### config.mk
export PLATFORM = sky130hd
export DESIGN_NAME = telnet_line_input_parser_top
export DESIGN_NICKNAME = d
export VERILOG_FILES = /design/src/rtl/core/tlip_pkg.sv /design/src/rtl/core/telnet_line_input_parser_top.sv
export SDC_FILE = /design/constraint.sdc
export NUM_CORES = 1
export LEC_CHECK = 0
export BUFFER_PORTS_ARGS = -buffer_cell sky130_fd_sc_hd__buf_2
export CORE_ASPECT_RATIO = 1.5
export CORE_MARGIN = 5
export CORE_UTILIZATION = 28
export CTS_BUF_LIST = sky130_fd_sc_hd__clkbuf_8
export DETAILED_ROUTE_END_ITERATION = 16
export PLACE_DENSITY = 0.54
export REMOVE_ABC_BUFFERS = 1
export SYNTH_ARGS = -nofsm -noshare
export SYNTH_HDL_FRONTEND = slang
export SYNTH_SLANG_ARGS = --single-unit
### constraint.sdc
create_clock -name clk_i -period 4.6 [get_ports clk_i]
set_input_delay 0.92 -clock clk_i [delete_from_list [all_inputs] [get_ports clk_i]]
set_output_delay 0.92 -clock clk_i [all_outputs]
set_load 0.01 [all_outputs]
### src/rtl/core/tlip_pkg.sv
`timescale 1ns / 1ps

package tlip_pkg;

  // Field widths
  localparam int unsigned ByteW  = 8;
  localparam int unsigned LenW   = 13;
  localparam int unsigned CountW = 32;

  // Line limit after reset and the default storage size
  localparam logic [LenW-1:0] LineLimitReset = 13'd8000;
  localparam int unsigned     LineMaxDefault = 8192;

  // Telnet command bytes
  localparam logic [ByteW-1:0] B_IAC  = 8'hFF;
  localparam logic [ByteW-1:0] B_WILL = 8'hFB;
  localparam logic [ByteW-1:0] B_WONT = 8'hFC;
  localparam logic [ByteW-1:0] B_DO   = 8'hFD;
  localparam logic [ByteW-1:0] B_DONT = 8'hFE;

  // Telnet option codes
  localparam logic [ByteW-1:0] OPT_BINARY   = 8'h00;
  localparam logic [ByteW-1:0] OPT_ECHO     = 8'h01;
  localparam logic [ByteW-1:0] OPT_SGA      = 8'h03;
  localparam logic [ByteW-1:0] OPT_LINEMODE = 8'h22;

  // Control characters
  localparam logic [ByteW-1:0] CH_BEL = 8'h07;
  localparam logic [ByteW-1:0] CH_BS  = 8'h08;
  localparam logic [ByteW-1:0] CH_TAB = 8'h09;
  localparam logic [ByteW-1:0] CH_LF  = 8'h0A;
  localparam logic [ByteW-1:0] CH_CR  = 8'h0D;
  localparam logic [ByteW-1:0] CH_ESC = 8'h1B;
  localparam logic [ByteW-1:0] CH_SP  = 8'h20;
  localparam logic [ByteW-1:0] CH_TLD = 8'h7E;
  localparam logic [ByteW-1:0] CH_DEL = 8'h7F;

  typedef enum logic [2:0] {
    EV_NONE      = 3'd0,
    EV_APPEND    = 3'd1,
    EV_ERASE_DEL = 3'd2,
    EV_ERASE_BS  = 3'd3,
    EV_LINE      = 3'd4,
    EV_REPLY     = 3'd5,
    EV_LOST      = 3'd6
  } event_code_e;

  typedef enum logic [1:0] {
    VERB_WILL = 2'd0,
    VERB_WONT = 2'd1,
    VERB_DO   = 2'd2,
    VERB_DONT = 2'd3
  } reply_verb_e;

  // IAC sequence phase, one-hot
  typedef enum logic [2:0] {
    PH_IDLE = 3'b001,
    PH_IAC  = 3'b010,
    PH_OPT  = 3'b100
  } iac_phase_e;

  // Printable range plus the allowed control characters
  function automatic logic valid_char(input logic [ByteW-1:0] c);
    logic ok;
    ok = (c inside {[CH_SP:CH_TLD], CH_BEL, CH_TAB, CH_LF, CH_ESC, CH_DEL});
    return ok;
  endfunction

endpackage

### src/rtl/core/telnet_line_input_parser_top.sv
`timescale 1ns / 1ps

// Telnet line input parser. Takes one received byte per beat and returns one
// event per byte: append, erase echo, line done, telnet option reply, lost or
// nothing, along with the current line length and saturating lost and total
// byte counts. IAC sequences are stripped with their state kept across bytes.
// Throughput is one byte per clock cycle: the byte is
// decoded against the parser state in a single pass and the event lands in an
// output register, which takes a new byte whenever it is empty or being read
// in the same cycle. The line limit register is written through its own
// channel, which is always ready; write it only while no byte is in flight.
module telnet_line_input_parser_top #(
  parameter int unsigned LINE_MAX = tlip_pkg::LineMaxDefault
) (
  input  logic                          clk_i,
  input  logic                          rst_ni,
  // Byte input
  input  logic                          in_valid_i,
  output logic                          in_ready_o,
  input  logic [tlip_pkg::ByteW-1:0]    rx_byte_i,
  // Event output
  output logic                          out_valid_o,
  input  logic                          out_ready_i,
  output logic [2:0]                    event_res_o,
  output logic [tlip_pkg::ByteW-1:0]    data_byte_o,
  output logic [1:0]                    reply_verb_o,
  output logic [tlip_pkg::LenW-1:0]     line_length_o,
  output logic [tlip_pkg::CountW-1:0]   lost_count_o,
  output logic [tlip_pkg::CountW-1:0]   total_count_o,
  // Line limit register write
  input  logic                          cfg_valid_i,
  output logic                          cfg_ready_o,
  input  logic [tlip_pkg::LenW-1:0]     cfg_line_limit_i
);
  import tlip_pkg::*;

  localparam int unsigned     LenMaxAll = (1 << LenW) - 1;
  localparam logic [LenW-1:0] LineCap   =
    LenW'((LINE_MAX - 1 < LenMaxAll) ? LINE_MAX - 1 : LenMaxAll);
  localparam logic [CountW-1:0] CountSat = '1;

  logic [LenW-1:0]   limit_q;
  iac_phase_e        phase_q, phase_d;
  logic [ByteW-1:0]  pverb_q, pverb_d;
  logic              skip_lf_q, skip_lf_d;
  logic [LenW-1:0]   count_q, count_d;
  logic [CountW-1:0] lost_q, lost_d;
  logic [CountW-1:0] total_q, total_d;

  logic              out_valid_q;
  event_code_e       ev_q, ev_d;
  logic [ByteW-1:0]  data_q, data_d;
  reply_verb_e       rverb_q, rverb_d;
  logic [LenW-1:0]   len_q, len_d;

  logic              accept;
  logic [LenW-1:0]   eff_limit;
  logic [ByteW-1:0]  c;

  assign in_ready_o  = !out_valid_q || out_ready_i;
  assign accept      = in_valid_i && in_ready_o;
  assign cfg_ready_o = 1'b1;
  assign c           = rx_byte_i;
  assign eff_limit   = (limit_q < LineCap) ? limit_q : LineCap;

  // Hold the line limit
  always_ff @(posedge clk_i or negedge rst_ni) begin
    if (!rst_ni) begin
      limit_q <= LineLimitReset;
    end else if (cfg_valid_i) begin
      limit_q <= cfg_line_limit_i;
    end
  end

  // Decode one byte against the parser state
  always_comb begin
    phase_d   = phase_q;
    pverb_d   = pverb_q;
    skip_lf_d = skip_lf_q;
    count_d   = count_q;
    lost_d    = lost_q;
    total_d   = total_q;
    ev_d      = EV_NONE;
    data_d    = '0;
    rverb_d   = VERB_WILL;
    len_d     = count_q;
    if (accept) begin
      if (total_q != CountSat) begin
        total_d = total_q + 1'b1;
      end
      case (phase_q)
        PH_OPT: begin
          phase_d = PH_IDLE;
          if (pverb_q == B_DO) begin
            if (c == OPT_LINEMODE) begin
              ev_d = EV_REPLY; data_d = c; rverb_d = VERB_WILL;
            end else if (c != OPT_SGA && c != OPT_BINARY) begin
              ev_d = EV_REPLY; data_d = c; rverb_d = VERB_WONT;
            end
          end else if (pverb_q == B_WILL) begin
            ev_d    = EV_REPLY;
            data_d  = c;
            rverb_d = (c == OPT_ECHO) ? VERB_DO : VERB_DONT;
          end
        end
        PH_IAC: begin
          // IAC IAC yields 0xFF, which is not a valid character: drop it
          if (c inside {[B_WILL:B_DONT]}) begin
            phase_d = PH_OPT;
            pverb_d = c;
          end else begin
            phase_d = PH_IDLE;
          end
        end
        default: begin
          phase_d   = PH_IDLE;
          skip_lf_d = 1'b0;
          if (skip_lf_q && c == CH_LF) begin
            // drop LF of a CR LF pair
          end else if (c == B_IAC) begin
            phase_d = PH_IAC;
          end else if (c == CH_LF || c == CH_CR) begin
            skip_lf_d = (c == CH_CR);
            if (count_q != '0) begin
              ev_d    = EV_LINE;
              count_d = '0;
            end
          end else if (c == CH_BS || c == CH_DEL) begin
            ev_d = (c == CH_DEL) ? EV_ERASE_DEL : EV_ERASE_BS;
            if (count_q != '0) begin
              count_d = count_q - 1'b1;
            end
            len_d = count_d;
          end else if (!valid_char(c)) begin
            // drop disallowed control byte
          end else if (count_q < eff_limit) begin
            count_d = count_q + 1'b1;
            ev_d    = EV_APPEND;
            data_d  = c;
            len_d   = count_d;
          end else begin
            if (lost_q != CountSat) begin
              lost_d = lost_q + 1'b1;
            end
            ev_d = EV_LOST;
          end
        end
      endcase
    end
  end

  // Advance parser state
  always_ff @(posedge clk_i or negedge rst_ni) begin
    if (!rst_ni) begin
      phase_q   <= PH_IDLE;
      pverb_q   <= '0;
      skip_lf_q <= 1'b0;
      count_q   <= '0;
      lost_q    <= '0;
      total_q   <= '0;
    end else begin
      phase_q   <= phase_d;
      pverb_q   <= pverb_d;
      skip_lf_q <= skip_lf_d;
      count_q   <= count_d;
      lost_q    <= lost_d;
      total_q   <= total_d;
    end
  end

  // Hold the output beat until taken
  always_ff @(posedge clk_i or negedge rst_ni) begin
    if (!rst_ni) begin
      out_valid_q <= 1'b0;
    end else if (accept) begin
      out_valid_q <= 1'b1;
    end else if (out_ready_i) begin
      out_valid_q <= 1'b0;
    end
  end

  // Capture the event payload
  always_ff @(posedge clk_i) begin
    if (accept) begin
      ev_q    <= ev_d;
      data_q  <= data_d;
      rverb_q <= rverb_d;
      len_q   <= len_d;
    end
  end

  // Counters change only on accept, so they match the beat on display
  assign out_valid_o   = out_valid_q;
  assign event_res_o   = ev_q;
  assign data_byte_o   = data_q;
  assign reply_verb_o  = rverb_q;
  assign line_length_o = len_q;
  assign lost_count_o  = lost_q;
  assign total_count_o = total_q;

  // An accepted byte always yields an output beat
  a_accept_gives_beat: assert property (
    @(posedge clk_i) disable iff (!rst_ni)
    accept |=> out_valid_o
  ) else $error("accepted byte produced no output beat");

  // The line never grows beyond the storage cap
  a_count_capped: assert property (
    @(posedge clk_i) disable iff (!rst_ni)
    count_q <= LineCap
  ) else $error("line count beyond cap");

  // An appended character leaves a non-empty line
  a_append_nonempty: assert property (
    @(posedge clk_i) disable iff (!rst_ni)
    (out_valid_o && event_res_o == EV_APPEND) |-> (line_length_o != '0)
  ) else $error("append with zero line length");

  // Total count steps by one on each accepted byte until saturation
  a_total_steps: assert property (
    @(posedge clk_i) disable iff (!rst_ni)
    (accept && total_q != CountSat) |=> (total_q == $past(total_q) + 1'b1)
  ) else $error("total count did not advance");

endmodule

**After elaboration in Yosys (flattened, before gate mapping)**

Index checks and enable logic that the tools add are counted.

- Add/sub/neg operators: 4
- $mul: 0
- Divide/modulo/power cells: 0
- Magnitude comparators: 6
- Equality and inequality tests: 18
- Shift-type cells: 0
- Multiplexer cells: 49
- Bitwise operators: 6
- Reduce and logical (&&, ||, !) cells: 19

Operators by type and width:

| operator | count |
|---|---|
| 13-bit two-way mux | 11 |
| 8-bit two-way mux | 10 |
| 32-bit by 1-bit adder with 32-bit output (second input constant) | 2 |
| 32-bit inequality test (second input constant) | 2 |
| 3-bit two-way mux | 12 |
| 8-bit by 4-bit equality test with 1-bit output (second input constant) | 4 |
| 8-bit equality test (second input constant) | 3 |
| 8-bit one-hot mux with 2 select lines | 1 |
| 13-bit by 1-bit adder with 13-bit output (second input constant) | 1 |
| 13-bit less-than comparator | 1 |
| 13-bit less-than comparator (second input constant) | 1 |
| 13-bit nonzero test | 1 |
| 13-bit by 1-bit subtractor with 13-bit output (second input constant) | 1 |
| 3-bit one-hot mux with 2 select lines | 2 |
| 1-bit two-way mux | 9 |
| 9-bit AND reduction | 1 |
| 8-bit by 1-bit equality test with 1-bit output (second input constant) | 1 |
| 8-bit by 3-bit equality test with 1-bit output (second input constant) | 1 |
| 8-bit by 5-bit equality test with 1-bit output (second input constant) | 1 |
| 8-bit by 6-bit equality test with 1-bit output (second input constant) | 1 |
| 8-bit by 7-bit equality test with 1-bit output (second input constant) | 1 |
| 8-bit by 6-bit greater-or-equal comparator with 1-bit output (second input constant) | 1 |
| 8-bit greater-or-equal comparator (second input constant) | 1 |
| 8-bit by 7-bit less-or-equal comparator with 1-bit output (second input constant) | 1 |
| other kinds (17) | 32 |

- Register bits after elaboration: 129
- Latch bits: 0
- Memory bits (writable): 0
- Memory bits (read-only): 0
- Output and inout port bits: 93
- Logic and storage cells: 114
- Memories: 0

**Longest topological paths before layout**

- Depth in word-level cells: 10
- Depth in mapped cells: 9
- Gate-level depth less buffers: 8

**Worst setup path before layout**

No wires, ideal clock.

- Kind: input -> register
- Start point: input port rx_byte_i[7] (netlist name)
- End point: register count_q[3]
- Arrival time: 2.896 ns
- Slack: 1.634 ns
- Stages on the path: 9
- Buffers on the path: 3
- Path through: buf_4 -> or3_4 -> or4_4 -> buf_6 -> nand2_8 -> a31oi_4 -> buf_6 -> or4_1 -> nand3_1

- Longest elaborated chain between the ends: 6

RTL lines:

| element | line | source |
|---|---|---|
| from (decl) | telnet_line_input_parser_top.sv:20 | `input logic [tlip_pkg::ByteW-1:0] rx_byte_i,` |
| 8-bit by 6-bit greater-or-equal comparator with 1-bit output or 8-bit by 7-bit less-or-equal comparator with 1-bit output (tied branches) | tlip_pkg.sv:65 | `ok = (c inside {[CH_SP:CH_TLD], CH_BEL, CH_TAB, CH_LF, CH_ESC, CH_DEL});` |
| 1-bit logical AND | tlip_pkg.sv:65 |  |
| 6-bit nonzero test | tlip_pkg.sv:65 |  |
| 13-bit two-way mux (2 in series) | - |  |
| 13-bit two-way mux | telnet_line_input_parser_top.sv:122 | `end else if (c == CH_LF \|\| c == CH_CR) begin` |
| to (signal assigned) | telnet_line_input_parser_top.sv:165 | `count_q <= count_d;` |
| to (decl) | telnet_line_input_parser_top.sv:46 | `logic [LenW-1:0] count_q, count_d;` |

Several ways; a longest one is shown, not always the timed one.
A chain may end at the register's enable or synchronous reset.

**Worst setup path in the final report**

- Start point: register count_q[8]
- End point: register data_q[4] (netlist: data_byte_o[4]) (data pin)

- Longest elaborated chain between the ends: 8

RTL lines:

| element | line | source |
|---|---|---|
| 13-bit less-than comparator | telnet_line_input_parser_top.sv:136 | `end else if (count_q < eff_limit) begin` |
| 8-bit two-way mux | telnet_line_input_parser_top.sv:136 |  |
| 8-bit two-way mux | telnet_line_input_parser_top.sv:134 | `end else if (!valid_char(c)) begin` |
| 8-bit two-way mux | telnet_line_input_parser_top.sv:128 | `end else if (c == CH_BS \|\| c == CH_DEL) begin` |
| 8-bit two-way mux | telnet_line_input_parser_top.sv:122 |  |
| 8-bit two-way mux | telnet_line_input_parser_top.sv:120 | `end else if (c == B_IAC) begin` |
| 8-bit two-way mux | telnet_line_input_parser_top.sv:118 | `if (skip_lf_q && c == CH_LF) begin` |
| 8-bit one-hot mux with 2 select lines | telnet_line_input_parser_top.sv:91 | `case (phase_q)` |
| net data_d[4] | telnet_line_input_parser_top.sv:52 | `logic [ByteW-1:0] data_q, data_d;` |
| to (signal assigned) | telnet_line_input_parser_top.sv:186 | `data_q <= data_d;` |
| to (decl) | telnet_line_input_parser_top.sv:52 |  |

The timed path passes the listed nets, and every way through them passes these cells.

==> impl_metrics.json <==
{
  "cts.sinks": 129,
  "cap_violations": 0,
  "synth_top_cell_area_share": 0.336,
  "final_antenna_net_count": 0,
  "cts_buffers": 17,
  "total_leakage_power_uw": 0.00378,
  "syn2layout_area_growth_pct": 18.5,
  "grt_pass1_wl_um": 32400,
  "yosys_warnings": 0,
  "root_buffer": "clkbuf_8",
  "n_antenna_cell": 0,
  "grt_overflow": 0,
  "antenna_found_initial": 0,
  "finClkSkew_ns": 0.00833,
  "clk_latency_ns": 0.46,
  "route.detailed.drc": 0,
  "crit_slowest_cell": "nor4_1",
  "synth_common_cells": "dfrtp_1 (96), nand2_1 (74), xor2_1 (47)",
  "num_vias": 6021,
  "drive_gt1_frac": 0.223,
  "worst-path-max-fanout": 9,
  "dp_hpwl_um": 15000,
  "ctsResizeCount": 0,
  "dp_cells": 1160,
  "setup_ws_ns": 1.45,
  "clkTransAtPathRegs_ns": 0.08,
  "power.density_nw_per_um2": 332,
  "yosysTopAreaCell": "dfrtp_1",
  "min_path_type": "flip-flop to flip-flop",
  "synth_edf_count": 26,
  "cp-start-kind": "flip-flop",
  "slew_violations": 0,
  "synthMuxAreaShare": 0.00752,
  "synth_area_leaders": "dfrtp_1 (34%), edfxtp_1 (11%), xor2_1 (5.8%)",
  "grt_use_total": 0.141,
  "synthCells": 729,
  "portBuffers": 117,
  "fin_crit_ns": 3.15,
  "dieArea_sq_um": 28900,
  "gp_congestion": 0.937,
  "outcome": "finished, final reports clean",
  "cts_setup_buffers": 0,
  "synth_fa_ha_area_frac": 0.0297,
  "timing.slew.headroom": 0.374,
  "finalSetupTns_ns": 0,
  "synthXorXnorAreaFrac": 0.0918,
  "synth_compound_gate_area_share": 0.112,
  "drt-pass1-iter-count": 5,
  "nFillCells": 2595,
  "ys_seq_elements": 129,
  "worstMarginPinSlew_ns": 0.931,
  "fin_util": 0.337,
  "rows": 71,
  "worst_setup_path_end_kind": "flip-flop",
  "die_h_um": 206,
  "die-width_um": 141,
  "async_flop_share": 0.798,
  "syn_area_sq_um": 7150,
  "wl_um": 20200,
  "hold_violations": 0,
  "grt_max_degree": 69,
  "fmax_mhz": 317,
  "ir_worst_vdd_v": 0.000238,
  "avgSynthCellArea_sq_um": 9.81,
  "preCtsSetupSlack_ns": 1.12,
  "setup_viol": 0,
  "start_util": 0.285,
  "rsz0062_at_grt": "no",
  "io_pins": 119,
  "final_cells": 1190,
  "grt_pass1_vias": 6099,
  "cts_hold_buffers": 0,
  "cts_max_level": 4,
  "wire_per_inst_um": 17.0,
  "cts_tree": "done",
  "cts_buffer_depth": 2,
  "cpPeakStageDelay_ns": 0.85,
  "synthSimpleGateAreaFrac": 0.251,
  "synth_ff_type": "dfrtp_1",
  "fin_nets": 894,
  "cpMostUsedCell": "a21oi_1",
  "worstPathRequired_ns": 4.90,
  "yosysMostFrequentCell": "dfrtp_1",
  "finalCritPeriodShare": 0.685,
  "drt_iter0_drc": 332,
  "yosysSeqAreaShare": 0.471,
  "viasPerCell": 5.06,
  "synth.distinct_cells": 73,
  "synth_top_family_by_area": "simple AND/OR/NAND/NOR gates",
  "core_area_sq_um": 25100,
  "crit_arrival_ns": 3.45,
  "path_class": "flip-flop to flip-flop",
  "crit_chain": "ha_1, a21oi_1, o21ai_0, a221o_1, nor4_1, a21oi_1, nor2_1"
}
per-stage QoR:
stage / instance area [sq um] / hold WS [ns] / power (uW)
global route: 8470 / 0.499 / 2980
CTS: 8470 / 0.473 / 2870
floorplan: 7020 / 0.439 / 1680
global placement: 8120 / 0.453 / 1920
finish: 8470 / 0.470 / 2810
detailed placement: 8120 / 0.456 / 1930
sequential cells by signal, summed over array words and instances, names as in the netlist:
| name | flops |
|---|---|
| count_q | 13 |
| data_byte_o | 8 |
| event_res_o | 3 |
| limit_q | 13 |
| line_length_o | 13 |
| lost_count_o | 32 |
| out_valid_o | 1 |
| phase_q | 3 |
| pverb_q | 8 |
| reply_verb_o | 2 |
| skip_lf_q | 1 |
| total_count_o | 32 |
critical path: cells and delay by family, from the launching register on:
family	cells	cell delay, ns
AO/OA/AOI/OAI	4	1.05
AND/OR/NAND/NOR	2	1.05
flip-flops	1	0.53
adder cells (fa/ha/maj)	1	0.37
final timing paths:
check	to	from	cells past startpoint	slack, ns
setup / recovery	data_byte_o[4]$_DFFE_PP_	count_q[8]$_DFFE_PN0P_	7	1.45
hold reg to reg	pverb_q[5]$_DFFE_PN0P_	pverb_q[5]$_DFFE_PN0P_	1	0.47
max in group asynchronous	lost_count_o[19]$_DFFE_PN0P_	rst_ni	2	2.95
setup reg to reg	data_byte_o[4]$_DFFE_PP_	count_q[8]$_DFFE_PN0P_	7	1.45
min in group asynchronous	lost_count_o[3]$_DFFE_PN0P_	rst_ni	1	0.57
hold / removal	pverb_q[5]$_DFFE_PN0P_	pverb_q[5]$_DFFE_PN0P_	1	0.47
cells by family after synthesis:
family | after synthesis
AOI/OAI and AO/OA | 110
xor gates and xnor gates | 75
adders and majority gates | 17
buffers and inverters | 60
DFF | 129
muxes | 5
other | 1
and+or+nand+nor | 332
layer usage:
layer / global-route usage / vias up / part of all wire
met5: 0 / - / 0
met4: 0.0765 / 0 / 0.039
met3: 0.0323 / 54 / 0.048
met2: 0.255 / 180 / 0.53
li1: - / 2902 / -
met1: 0.152 / 2885 / 0.39
power breakdown:
part	switching, uW	internal [uW]
Clock	447	468
Sequential	114	1270
Combinational	319	192
Total	880	1930
placed cells by master, fill, tap and decap left out, types with 35 or more instances in the layout:
master,synthesis,layout
buf_2,6,116
dfrtp_1,96,96
inv_1,34,37
nand2_1,74,74
nand3_1,43,43
nand4_1,35,35
nor2_1,44,44
nor3_1,43,42
xor2_1,47,47
cell type report:
| cell class | instances | area (sq um) | share of cell area |
|---|---|---|---|
| Multi-Input combinational cell | 540 | 3530 | 0.417 |
| Sequential cell | 129 | 3370 | 0.397 |
| Timing Repair Buffer | 129 | 678 | 0.0800 |
| Tap cell | 328 | 410 | 0.0484 |
| Clock buffer | 21 | 289 | 0.0341 |
| Inverter | 34 | 128 | 0.0151 |
| Clock inverter | 9 | 68.8 | 0.00812 |
(Power assumes the default switching activity.)
